**src/sv/mmc3m_pkg.sv**
```systemverilog
// ----------------------------------------------------------------------------
// mmc3m_pkg
// Types and constants shared by the bank and irq mapper modules.
// ----------------------------------------------------------------------------
package mmc3m_pkg;

  typedef enum logic [1:0] {
    MODE_WRITE = 2'd0,
    MODE_TICK  = 2'd1,
    MODE_PRG   = 2'd2,
    MODE_CHR   = 2'd3
  } mode_t;

  // register decode on cpu address
  localparam logic [15:0] REG_MASK        = 16'hE001;
  localparam logic [15:0] REG_BANK_SELECT = 16'h8000;
  localparam logic [15:0] REG_BANK_DATA   = 16'h8001;
  localparam logic [15:0] REG_MIRROR      = 16'hA000;
  localparam logic [15:0] REG_IRQ_COUNT   = 16'hC000;
  localparam logic [15:0] REG_IRQ_RELOAD  = 16'hC001;
  localparam logic [15:0] REG_IRQ_DISABLE = 16'hE000;
  localparam logic [15:0] REG_IRQ_ENABLE  = 16'hE001;

  localparam logic [7:0] PRG_RESET_2    = 8'h3e;
  localparam logic [7:0] PRG_RESET_3    = 8'h3f;
  localparam logic [7:0] CHR_PAIR_MASK  = 8'hFE;
  localparam logic [8:0] LAST_VISIBLE   = 9'd239;
  localparam logic [1:0] MIRROR_SINGLE_HI = 2'd3;

  typedef struct packed {
    mode_t       mode;
    logic [15:0] cpu_addr;
    logic [12:0] ppu_addr;
    logic [7:0]  write_data;
    logic [8:0]  scanline_number;
    logic        display_on;
  } item_t;

  typedef struct packed {
    logic [7:0] prg_bank;
    logic [7:0] chr_bank;
    logic       chr_is_ram;
    logic [1:0] mirroring;
    logic       irq_line;
  } result_t;

endpackage

```
**src/sv/mmc3_style_bank_and_irq_mapper_top.sv**
```systemverilog
// ----------------------------------------------------------------------------
// mmc3_style_bank_and_irq_mapper_top
// Cartridge bank mapper with scanline irq counter, one result per item.
// ----------------------------------------------------------------------------
//  channel  handshake            payload
//  in       in_valid/in_ready    mode cpu_addr ppu_addr write_data
//                                scanline_number display_on
//  out      out_valid/out_ready  prg_bank chr_bank chr_is_ram mirroring irq_line
//
//  one item per cycle sustained while out_ready is high; a result is valid once its item
//  leaves the input register (which feeds the state update) for the result register
//  the input register takes one more item while a result waits to be taken
//  synchronous reset restores all bank and irq registers
//  in_ready drops only when both registers hold an item and out_ready is low
module mmc3_style_bank_and_irq_mapper_top (
  input  logic        clk,
  input  logic        rst,
  input  logic        in_valid,
  output logic        in_ready,
  input  logic [1:0]  mode,
  input  logic [15:0] cpu_addr,
  input  logic [12:0] ppu_addr,
  input  logic [7:0]  write_data,
  input  logic [8:0]  scanline_number,
  input  logic        display_on,
  output logic        out_valid,
  input  logic        out_ready,
  output logic [7:0]  prg_bank,
  output logic [7:0]  chr_bank,
  output logic        chr_is_ram,
  output logic [1:0]  mirroring,
  output logic        irq_line
);
  import mmc3m_pkg::*;

  logic    s1_valid;
  item_t   s1_item;
  logic    advance;
  result_t core_res;
  result_t out_res;

  assign advance  = s1_valid && (!out_valid || out_ready);
  assign in_ready = !s1_valid || advance;

  always_ff @(posedge clk) begin
    if (rst) begin
      s1_valid <= 1'b0;
    end else if (in_valid && in_ready) begin
      s1_valid <= 1'b1;
    end else if (advance) begin
      s1_valid <= 1'b0;
    end
  end

  always_ff @(posedge clk) begin
    if (in_valid && in_ready) begin
      s1_item.mode            <= mode_t'(mode);
      s1_item.cpu_addr        <= cpu_addr;
      s1_item.ppu_addr        <= ppu_addr;
      s1_item.write_data      <= write_data;
      s1_item.scanline_number <= scanline_number;
      s1_item.display_on      <= display_on;
    end
  end

  mmc3m_core u_core (
    .clk  (clk),
    .rst  (rst),
    .fire (advance),
    .item (s1_item),
    .res  (core_res)
  );

  always_ff @(posedge clk) begin
    if (rst) begin
      out_valid <= 1'b0;
    end else if (advance) begin
      out_valid <= 1'b1;
    end else if (out_ready) begin
      out_valid <= 1'b0;
    end
  end

  always_ff @(posedge clk) begin
    if (advance) out_res <= core_res;
  end

  assign prg_bank   = out_res.prg_bank;
  assign chr_bank   = out_res.chr_bank;
  assign chr_is_ram = out_res.chr_is_ram;
  assign mirroring  = out_res.mirroring;
  assign irq_line   = out_res.irq_line;

endmodule

```
**src/sv/mmc3m_core.sv**
```systemverilog
// ----------------------------------------------------------------------------
// mmc3m_core
// Mapper state: bank registers, mirroring and scanline irq counter. Applies
// one item when fire is high and gives the result seen after that item.
// ----------------------------------------------------------------------------
module mmc3m_core (
  input  logic             clk,
  input  logic             rst,
  input  logic             fire,
  input  mmc3m_pkg::item_t item,
  output mmc3m_pkg::result_t res
);
  import mmc3m_pkg::*;

  logic [7:0] bank_select, bank_select_next;
  logic [7:0] chr_banks [8];
  logic [7:0] chr_banks_next [8];
  logic [7:0] prg_banks [4];
  logic [7:0] prg_banks_next [4];
  logic [1:0] mirror_mode, mirror_mode_next;
  logic [7:0] irq_count, irq_count_next;
  logic [7:0] irq_reload, irq_reload_next;
  logic       irq_enabled, irq_enabled_next;
  logic       irq_pending, irq_pending_next;
  logic       irq_out, irq_out_next;

  logic [3:0]  sel;
  logic [7:0]  pair_lo;
  logic [7:0]  cnt;
  logic [1:0]  prg_slot;
  logic [2:0]  chr_slot;
  logic [7:0]  chr_val;

  assign sel      = bank_select[3:0];
  assign pair_lo  = item.write_data & CHR_PAIR_MASK;

  always_comb begin
    bank_select_next = bank_select;
    chr_banks_next   = chr_banks;
    prg_banks_next   = prg_banks;
    mirror_mode_next = mirror_mode;
    irq_count_next   = irq_count;
    irq_reload_next  = irq_reload;
    irq_enabled_next = irq_enabled;
    irq_pending_next = irq_pending;
    irq_out_next     = irq_out;
    cnt              = irq_count;

    case (item.mode)
      MODE_WRITE: begin
        case (item.cpu_addr & REG_MASK)
          REG_BANK_SELECT: bank_select_next = item.write_data;
          REG_BANK_DATA: begin
            if (sel == 4'd0) begin
              chr_banks_next[0] = pair_lo;
              chr_banks_next[1] = pair_lo | 8'd1;
            end else if (sel == 4'd1) begin
              chr_banks_next[2] = pair_lo;
              chr_banks_next[3] = pair_lo | 8'd1;
            end else if (sel inside {[4'd2:4'd5]}) begin
              chr_banks_next[sel[2:0] + 3'd2] = item.write_data;
            end else if (sel inside {[4'd6:4'd9]}) begin
              prg_banks_next[2'(sel - 4'd6)] = item.write_data;
            end
          end
          REG_MIRROR: begin
            mirror_mode_next = (item.write_data < 8'd3) ? item.write_data[1:0]
                                                        : MIRROR_SINGLE_HI;
          end
          REG_IRQ_COUNT: begin
            irq_count_next   = item.write_data;
            irq_pending_next = 1'b0;
          end
          REG_IRQ_RELOAD: begin
            irq_reload_next  = item.write_data;
            irq_pending_next = 1'b0;
          end
          REG_IRQ_DISABLE: begin
            irq_enabled_next = 1'b0;
            irq_pending_next = 1'b0;
            irq_out_next     = 1'b0;
          end
          REG_IRQ_ENABLE: begin
            irq_enabled_next = 1'b1;
            irq_pending_next = 1'b0;
          end
          default: ;
        endcase
      end
      MODE_TICK: begin
        if (item.scanline_number <= LAST_VISIBLE && item.display_on &&
            irq_enabled && !irq_pending) begin
          // first visible line takes one extra decrement
          if (item.scanline_number == 9'd0 && cnt != 8'd0) cnt = cnt - 8'd1;
          if (cnt == 8'd0) begin
            irq_pending_next = 1'b1;
            irq_out_next     = 1'b1;
            irq_count_next   = irq_reload;
          end else begin
            irq_count_next = cnt - 8'd1;
          end
        end
      end
      default: ;
    endcase
  end

  // translation, slots 0 and 2 swap with select bit 6, chr halves with bit 7
  always_comb begin
    prg_slot = item.cpu_addr[14:13];
    if (bank_select[6] && !prg_slot[0]) prg_slot = prg_slot ^ 2'd2;
    chr_slot = item.ppu_addr[12:10];
    if (bank_select[7]) chr_slot = chr_slot ^ 3'd4;
    chr_val = chr_banks[chr_slot];

    res            = '0;
    res.mirroring  = mirror_mode_next;
    res.irq_line   = irq_out_next;
    if (item.mode == MODE_PRG) begin
      res.prg_bank = prg_banks[prg_slot];
    end else if (item.mode == MODE_CHR) begin
      res.chr_bank   = chr_val;
      res.chr_is_ram = (chr_val <= 8'd1);
    end
  end

  always_ff @(posedge clk) begin
    if (rst) begin
      bank_select  <= '0;
      for (int i = 0; i < 8; i++) chr_banks[i] <= 8'(i);
      prg_banks[0] <= 8'h00;
      prg_banks[1] <= 8'h01;
      prg_banks[2] <= PRG_RESET_2;
      prg_banks[3] <= PRG_RESET_3;
      mirror_mode  <= '0;
      irq_count    <= '0;
      irq_reload   <= '0;
      irq_enabled  <= 1'b0;
      irq_pending  <= 1'b0;
      irq_out      <= 1'b0;
    end else if (fire) begin
      bank_select  <= bank_select_next;
      chr_banks    <= chr_banks_next;
      prg_banks    <= prg_banks_next;
      mirror_mode  <= mirror_mode_next;
      irq_count    <= irq_count_next;
      irq_reload   <= irq_reload_next;
      irq_enabled  <= irq_enabled_next;
      irq_pending  <= irq_pending_next;
      irq_out      <= irq_out_next;
    end
  end

endmodule

```
**config.mk**
```make
export PLATFORM = sky130hd
export DESIGN_NAME = mmc3_style_bank_and_irq_mapper_top
export DESIGN_NICKNAME = d
export VERILOG_FILES = /design/src/sv/mmc3m_pkg.sv /design/src/sv/mmc3_style_bank_and_irq_mapper_top.sv /design/src/sv/mmc3m_core.sv
export SDC_FILE = /design/constraint.sdc
export NUM_CORES = 1
export LEC_CHECK = 0
export ABC_AREA = 1
export BUFFER_PORTS_ARGS = -buffer_cell sky130_fd_sc_hd__buf_2
export CORE_MARGIN = 2
export CORE_UTILIZATION = 53
export CTS_CLUSTER_DIAMETER = 120
export CTS_CLUSTER_SIZE = 16
export DETAILED_ROUTE_END_ITERATION = 12
export HOLD_SLACK_MARGIN = 0.1
export PLACE_DENSITY = 0.78
export RECOVER_POWER = 100
export SLEW_MARGIN = 10
export SYNTH_ARGS = -nofsm -noshare
export SYNTH_HDL_FRONTEND = slang
export SYNTH_SLANG_ARGS = --single-unit
```
**constraint.sdc**
```tcl
create_clock -name clk -period 2.35 [get_ports clk]
set_clock_uncertainty 0.15 [all_clocks]
set_input_delay 0.235 -clock clk [delete_from_list [all_inputs] [get_ports clk]]
set_output_delay 0.235 -clock clk [all_outputs]
set_load 0.01 [all_outputs]
```
# Word level (Yosys, flattened, before mapping)
# Index checks and enable logic that the tools add are counted.
# op_classes
add_sub_neg,4
n_lt_le_gt_ge,13
eq_ne,16
n_mux,41
bitwise,10
n_reduce_logical,39
# ops
operator,count
2-to-1 mux 8 bit,12
bitwise mux 64 bit,1
2-to-1 mux 64 bit,1
2-to-1 mux 16 bit,3
bitwise mux 32 bit,1
"equality test 4 bit, second input constant",7
binary-select mux 8 bit (select 3 bit),1
demux 8 bit (select 3 bit),1
binary-select mux 8 bit (select 2 bit),1
demux 8 bit (select 2 bit),1
case mux 8 bit (2 select lines),1
"subtractor 8 x 1 -> 8 bit, second input constant",2
AND reduction 5 bit,3
nonzero test 2 bit,6
logical AND 1 bit,11
2-to-1 mux 1 bit,10
"<= comparator 9 x 8 -> 1 bit, second input constant",1
logical NOT 9 bit,1
AND reduction 3 bit,3
"greater-or-equal comparator 4 bit, second input constant",2
"<= comparator 8 x 1 -> 1 bit, second input constant",1
logical NOT 8 bit,1
"< comparator 8 x 2 -> 1 bit, second input constant",1
2-to-1 mux 2 bit,4
29 further kinds,47
# totals
register_bits,196
input_bits,53
out_inout_bits,22

# Logic depth before layout (Yosys ltp)
# Gate-level depths: netlist of the first run.
# logic_depth
ltp_word,10
ltp_mapped,20

# By module
# A second synthesis of the first run with hierarchy kept.
# hier_totals
cells_unflattened,978
area_unflattened_um2,8354.3
# by_module_without_submodules
module,n_inst,cells_per_inst,area_each_um2,seq_area_each_um2
mmc3m_core,1,897,6190.9,2462.4
mmc3_style_bank_and_irq_mapper_top,1,81,2163.3,2112.0

# Worst setup path after synthesis of the first run
# No wires, ideal clock.
# synth_path
kind,reg2reg
from,reg u_core.irq_count[0]
to,reg u_core.irq_count[4]
setup_ps,132
arrival_time_ps,2070
slack_ps,-2
path_stages_with_launch,19
path_buffers,0
cell_sequence,dfxtp_1 inv_1 ha_1 inv_1 nor2_4 nand2_2 nor2_4 nor2_4 nand2_1 nand2_1 inv_1 ha_1 inv_1 nor2_1 nand4_2 nand2_1 nand3_1 nand2_1 a21oi_2
# synth_via
elab_chain_len,9
elab_cells_between_ends,11
# synth_lines
item,line_no,rtl
"start, declared",mmc3m_core.sv:21,"logic [7:0] irq_count, irq_count_next;"
"start signal, assigned",mmc3m_core.sv:146,irq_count <= irq_count_next;
"parallel branches: the longest is 2 deep, another holds subtractor 8 x 1 -> 8 bit",--,
2-to-1 mux 8 bit (*),mmc3m_core.sv:94,if (item.scanline_number == 9'd0 && cnt != 8'd0) cnt = cnt - 8'd1;
2-to-1 mux 8 bit (*),mmc3m_core.sv:91,if (item.scanline_number <= LAST_VISIBLE && item.display_on &&
2-to-1 mux 8 bit (*),mmc3m_core.sv:49,case (item.mode)
subtractor 8 x 1 -> 8 bit / logical NOT 8 bit (equally long branches),"mmc3m_core.sv:100, mmc3m_core.sv:95",
2-to-1 mux 8 bit (*),mmc3m_core.sv:95,if (cnt == 8'd0) begin
2-to-1 mux 8 bit (*),mmc3m_core.sv:91,
case mux 8 bit (2 select lines) (*),mmc3m_core.sv:49,
# Mark *: on every way between the ends. The select of a mux whose other input is x is not followed.
# A chain may end at the register's enable or synchronous reset.

# Worst setup path in the final report of the first run
# layout_path
from,reg u_core.irq_count[0]
to,reg u_core.irq_count[7]
# The elaborated chain is that of the path after synthesis.

==> results.sh, run 1 <==
export IMPL_yosysMostFrequentCell="a21oi_1"
export IMPL_final_cells=1254
export IMPL_vias=6932
export IMPL_grt_pass1_wl_um=32200
export IMPL_num_rows=43
export IMPL_fin_nets=1116
export IMPL_dp_hpwl_um=12500
export IMPL_dr_pass1_iters=5
export IMPL_initial_core_util_pct=54.8
export IMPL_p_comb_share_pct=10.0
export IMPL_finalHoldViolCount=0
export IMPL_overflow=0
export IMPL_synthTopCellsByArea="dfxtp_1 33%, edfxtp_1 18%, a21oi_1 10%"
export IMPL_port_buffers=52
export IMPL_seq_power_share_pct=47.1
export IMPL_tightestPinTransition_ps=530
export IMPL_slew_viol_final=0
export IMPL_antenna_found_initial=1
export IMPL_fmax_mhz=431
export IMPL_ir_worst_vdd_mv=0.580
export IMPL_synth_edf_count=47
export IMPL_avgRoutedWirePerCell_um=16.3
export IMPL_via_per_inst=5.53
export IMPL_p_sw_mw=1.64
export IMPL_synth_seq_area_share_pct=51.1
export IMPL_die_x_um=124
export IMPL_core_area_sq_um=14000
export IMPL_areaGrowthSynthToFinish_pct=25.7
export IMPL_p_total_mw=6.67
export IMPL_async_flop_share_pct=0
export IMPL_netlist_top_cells_count="153 x a21oi_1, 140 x nand2_1, 125 x dfxtp_1"
export IMPL_ant_nets=0
export IMPL_rsz0062_at_grt="yes"
export IMPL_yosysTopAreaCell="dfxtp_1"
export IMPL_grt_max_degree=36
export IMPL_grt_pass1_vias=6711
export IMPL_clkLatencyLatePin_ps=430
export IMPL_drive_gt1_share_pct=22.7
export IMPL_p_int_mw=5.04
export IMPL_cts_sinks=172
export IMPL_critPathCaptureType="flop"
export IMPL_fin_crit_sh_pct=98.8
export IMPL_cp_required_ps=2560
export IMPL_num_io_pins=75
export IMPL_switching_share_pct=24.5
export IMPL_ys_types=44
export IMPL_cap_viol_max_count=0
export IMPL_wirelength_um=20400
export IMPL_syn_num_nets=998
export IMPL_cts_root_buf="clkbuf_16"
export IMPL_dominantRegCellSynth="dfxtp_1"
export IMPL_crit_arrival_ps=2530
export IMPL_track_usage_pct=26.1
export IMPL_met1_usage_pct=31.7
export IMPL_p_leak_nw=3.94
export IMPL_drcViolationCount=0
export IMPL_ys_warn_count=0
export IMPL_die_area_sq_um=15400
export IMPL_clock_path_buffers=2
export IMPL_postSynthCellCount=942
export IMPL_outcome="finished clean"
export IMPL_fp_dieH_um=124
export IMPL_grt_use_met3_pct=6.74
export IMPL_crit_path_start_kind="flop"
export IMPL_grt_util_met2_pct=45.1
export IMPL_crit_type="flop to flop"
export IMPL_setup_viol=0
export IMPL_htree_levels=4
export IMPL_dp_cells=1172
export IMPL_numCtsBuffers=17
export IMPL_pwr_density_cell_nw_per_um2=693
export IMPL_setup_tns_ps=0
export IMPL_ys_ff_latch=172
export IMPL_avgSynthCellArea_sq_um=8.14
export IMPL_p_clk_share_pct=42.9
export IMPL_drt_initial_drc_count=577
export IMPL_place_gp_congestion=0.903
export IMPL_hold_path_class="flop to flop"
export IMPL_busiest_layer="met2"
export IMPL_fin_crit_ps=2320
export IMPL_synth_top_area_share_pct=32.6
export IMPL_cts_tree="done"
export IMPL_slew_headroom_pct=64.7
export IMPL_worstPathMaxFanout=6
export IMPL_synthesis_area_sq_um=7670
export IMPL_clk_pin_slew_ps=60
-- final timing paths --
kind	startpoint	endpoint	slack, ps	cells past startpoint
setup / recovery	u_core.irq_count[0]	u_core.irq_count[7]	30	16
hold / removal	u_core.chr_banks[29]	u_core.chr_banks[29]	290	2
setup reg to reg	u_core.irq_count[0]	u_core.irq_count[7]	30	16
hold reg to reg	u_core.chr_banks[29]	u_core.chr_banks[29]	290	2
-- what timing repair did --
item / CTS / global route
setup endpoints to repair: 11 / 52
hold endpoints to repair: 33 / 0
hold buffers: 32 / 0
cloned: 1 / 1
resized for setup: 24 / 45
buffers inserted: 7 / 10
pin swaps: 12 / 30
-- routing by layer --
layer  routed length, um  vias up
met4                 491        0
met1                8570     3268
li1                    -     3406
met2               10200      217
met3                1150       41
met5                   0        -
-- area by class of cell --
class	count	area, sq um
Tap cell	180	225
Antenna cell	1	2.50
Fill cell	1114	4350
Sequential cell	172	3920
Clock buffer	22	509
Timing Repair Buffer	148	1120
Multi-Input combinational cell	602	3310
Timing Repair inverter	1	7.51
Inverter	118	447
Clock inverter	10	100
-- cell usage in the layout, fill, tap and decap left out, drive strengths merged --
master       Yosys  layout
a21oi          155     155
nand2          155     155
dfxtp          125     125
o21ai          125     125
inv            116     118
buf             14     114
nor2            69      69
edfxtp          47      47
dlygate4sd3      0      32
nand3           29      29
clkbuf          36      24
o211ai          21      21
nand4           13      13
clkinvlp         0       6
o22ai            5       5
nor4             4       4
clkinv           2       4
nor3             4       4
or2              3       3
a31oi            3       3
ha               3       3
xor2             3       3
nand3b           2       2
a211oi           2       2
diode            0       1
o2111ai          1       1
a22oi            1       1
a311oi           1       1
xnor2            1       1
a31o             1       1
a21o             1       1
bufinv           0       1
-- critical path, cell delays in order, from the launching register on --
cell	delay, ps
dfxtp_2	330
inv_2	80
ha_4	140
inv_2	40
nor2_4	140
nand4_4	120
buf_6	150
nand3_1	110
nand2_2	120
nor2_4	130
nand2_2	70
nor2_4	180
buf_12	150
a21oi_2	50
nand2_1	90
nand2_1	60
a21oi_2	130
-- through the flow --
step	setup WS, ps	hold WS, ps	area (sq um)	util [%]
after floorplan	17.8	184	7670	-
after global placement	-20.4	262	8330	59.5
after detailed placement	-97.7	263	8330	59.5
after CTS	27.7	292	9420	67.4
after global routing	-83.7	318	9640	68.9
final	28.6	289	9640	68.9
-- kinds of logic after synthesis --
logic type                 share of synthesized area (%)
AOI/OAI and AO/OA                                   21.9
adders and majority gates                          0.490
DFF                                                 51.1
buffers and inverters                               8.59
xor gates and xnor gates                           0.457
and+or+nand+nor                                     17.5
-- flip-flops by register name, summed over array words and instances, names as in the netlist, 2 cells and up --
register and cells:
s1_item 27, u_core.irq_reload 8, u_core.prg_banks 32, mirroring 2, u_core.bank_select 6, chr_bank 8, u_core.irq_count 8, prg_bank 8
u_core.chr_banks 64, u_core.mirror_mode 2
-- power groups by stage --
stage / Combinational, mW / Sequential [mW] / Clock, mW
finish: 0.665 / 3.15 / 2.86
global route: 0.724 / 3.15 / 3.01
global placement: 0.520 / 3.21 / 0
detailed placement: 0.528 / 3.21 / 0
floorplan: 0.342 / 3.20 / 0
CTS: 0.629 / 3.14 / 2.88
Note: power is estimated with default switching activity, not from simulation.
==> run 2, diff against run 1 <==
--- a/config.mk
+++ b/config.mk
@@ -7,7 +7,6 @@
 export LEC_CHECK = 0
 export ABC_AREA = 1
 export BUFFER_PORTS_ARGS = -buffer_cell sky130_fd_sc_hd__buf_2
-export CORE_MARGIN = 2
 export CORE_UTILIZATION = 53
 export CTS_CLUSTER_DIAMETER = 120
 export CTS_CLUSTER_SIZE = 16
==> results.sh, run 2 (synthesis results as in run 1) <==
export IMPL_fin_nets=1102
export IMPL_p_leak_nw=3.81
export IMPL_grt_pass1_wl_um=31100
export IMPL_cp_slowest_cell="dlygate4sd3_1"
export IMPL_drive_gt1_share_pct=19.5
export IMPL_p_sw_mw=1.59
export IMPL_p_clk_share_pct=41.2
export IMPL_r2r_start="s1_item[7]"
export IMPL_die_area_sq_um=14900
export IMPL_path_cells="dlygate4sd3_1 > buf_2 > inv_1 > nand2_1 > nand2_2 > nor2_4 > inv_1 > nor2_4 > nand2_1 > nor2_2 > nand2_1 > o21ai_0 > a21oi_1"
export IMPL_htree_levels=4
export IMPL_seq_area_sq_um=3920
export IMPL_num_rows=43
export IMPL_avgRoutedWirePerCell_um=15.8
export IMPL_dp_cells=1171
export IMPL_p_comb_share_pct=9.6
export IMPL_layout_commonest_cell="a21oi_1"
export IMPL_hold_path_class="input port to flop"
export IMPL_grt_pass1_vias=6332
export IMPL_switching_share_pct=24.9
export IMPL_cp_required_ps=2490
export IMPL_crit_path_start_kind="input port"
export IMPL_cap_viol_max_count=0
export IMPL_die_x_um=122
export IMPL_finalHoldViolCount=0
export IMPL_multiInputGateArea_sq_um=3230
export IMPL_cts_sinks=172
export IMPL_clkLatencyLatePin_ps=420
export IMPL_dr_pass1_iters=5
export IMPL_regMostFlops="u_core.chr_banks"
export IMPL_critPathMaxStageDelay_ps=550
export IMPL_ant_nets=0
export IMPL_areaGrowthSynthToFinish_pct=22.0
export IMPL_wirelength_um=19600
export IMPL_critPathCaptureType="flop"
export IMPL_fp_dieH_um=122
export IMPL_drt_initial_drc_count=544
export IMPL_largest_register_ffs=64
export IMPL_tightestPinTransition_ps=527
export IMPL_largest_registers="u_core.chr_banks (64), u_core.prg_banks (32), s1_item (27)"
export IMPL_hp_start="rst"
export IMPL_numCtsBuffers=17
export IMPL_seq_power_share_pct=49.1
export IMPL_final_cell_mix="150 x a21oi_1, 135 x nand2_1, 124 x dfxtp_1"
export IMPL_ir_worst_vdd_mv=0.724
export IMPL_grt_max_degree=51
export IMPL_rsz0062_at_grt="yes"
export IMPL_slew_headroom_pct=64.8
export IMPL_initial_core_util_pct=54.8
export IMPL_drcViolationCount=0
export IMPL_worstPathMaxFanout=16
export IMPL_antenna_found_initial=1
export IMPL_vias=6721
export IMPL_fmax_mhz=429
export IMPL_pwr_density_cell_nw_per_um2=684
export IMPL_via_per_inst=5.42
export IMPL_core_area_sq_um=14000
export IMPL_num_io_pins=75
export IMPL_slew_viol_final=0
export IMPL_cts_root_buf="clkbuf_16"
export IMPL_clock_path_buffers=2
export IMPL_p_int_mw=4.80
export IMPL_fin_hold_ws_ps=201
export IMPL_place_gp_congestion=0.908
export IMPL_fin_crit_sh_pct=99.2
export IMPL_final_cells=1240
export IMPL_fin_crit_ps=2330
export IMPL_overflow=0
export IMPL_dp_hpwl_um=12100
export IMPL_setup_tns_ps=0
export IMPL_clk_pin_slew_ps=60
export IMPL_crit_type="input port to flop"
export IMPL_track_usage_pct=27.3
export IMPL_setup_viol=0
export IMPL_cts_tree="done"
export IMPL_cpMostUsedCell="nand2_1"
export IMPL_outcome="finished clean"
export IMPL_critPathLaunch="out_ready"
export IMPL_port_buffers=52
export IMPL_fill_cells=1125
export IMPL_crit_arrival_ps=2470
## run 2: repair_timing
action | CTS | global route
hold buffers | 31 | 0
pin swaps | 7 | 18
cloned | 0 | 1
buffers inserted | 1 | 3
setup endpoints to repair | 9 | 68
endpoints found under the hold margin | 31 | 0
resized for setup | 7 | 35
## run 2: final cells by class
class                      instances  area share (%)
tap                              180            2.41
sequential                       172            41.9
inverter                         118            4.78
clock buffer                      18            4.59
clock inverter                    14            1.31
timing repair buffer             134            10.4
timing repair inverter             1          0.0803
multi-input combinational        602            34.5
antenna                            1          0.0268
## run 2: path summary, 6_finish.rpt
kind	endpoint	slack (ps)	depth (start not counted)
worst max-delay path	u_core.chr_banks[19]	20	13
worst min-delay path	u_core.irq_count[3]	200	3
worst max register to register	irq_line	40	13
worst min register to register	u_core.chr_banks[7]	290	2
## run 2: critical path, delay by kind of cell
| kind | cells | cell delay (ps) |
|---|---|---|
| AOI/OAI and AO/OA | 2 | 360 |
| buffers and inverters | 4 | 810 |
| and+or+nand+nor | 7 | 1070 |
## run 2: stage by stage
stage	utilization, %	cell area [sq um]	worst slack, ps	power, mW
after global routing	66.8	9350	-135	6.61
final	66.8	9350	18.0	6.39
after CTS	65.8	9200	6.11	6.38
after floorplan	-	7670	17.8	3.55
after detailed placement	59.3	8290	-49.8	3.73
after global placement	59.3	8290	-8.92	3.72
## run 2: routing by layer
metal  GRT usage (%)  vias up  wire (um)
met4            12.2        0        586
li1                -     3378          -
met5               0        -          0
met2            44.6      228       9540
met1            34.7     3075       8220
met3            5.81       40       1280
## run 2: power by group through the flow
stage                     sequential, mW  clock, mW  combinational, mW
after floorplan                     3.20          0              0.342
after global placement              3.20          0              0.514
after detailed placement            3.20          0              0.523
after CTS                           3.14       2.66              0.587
after global routing                3.14       2.79              0.673
final                               3.14       2.64              0.615
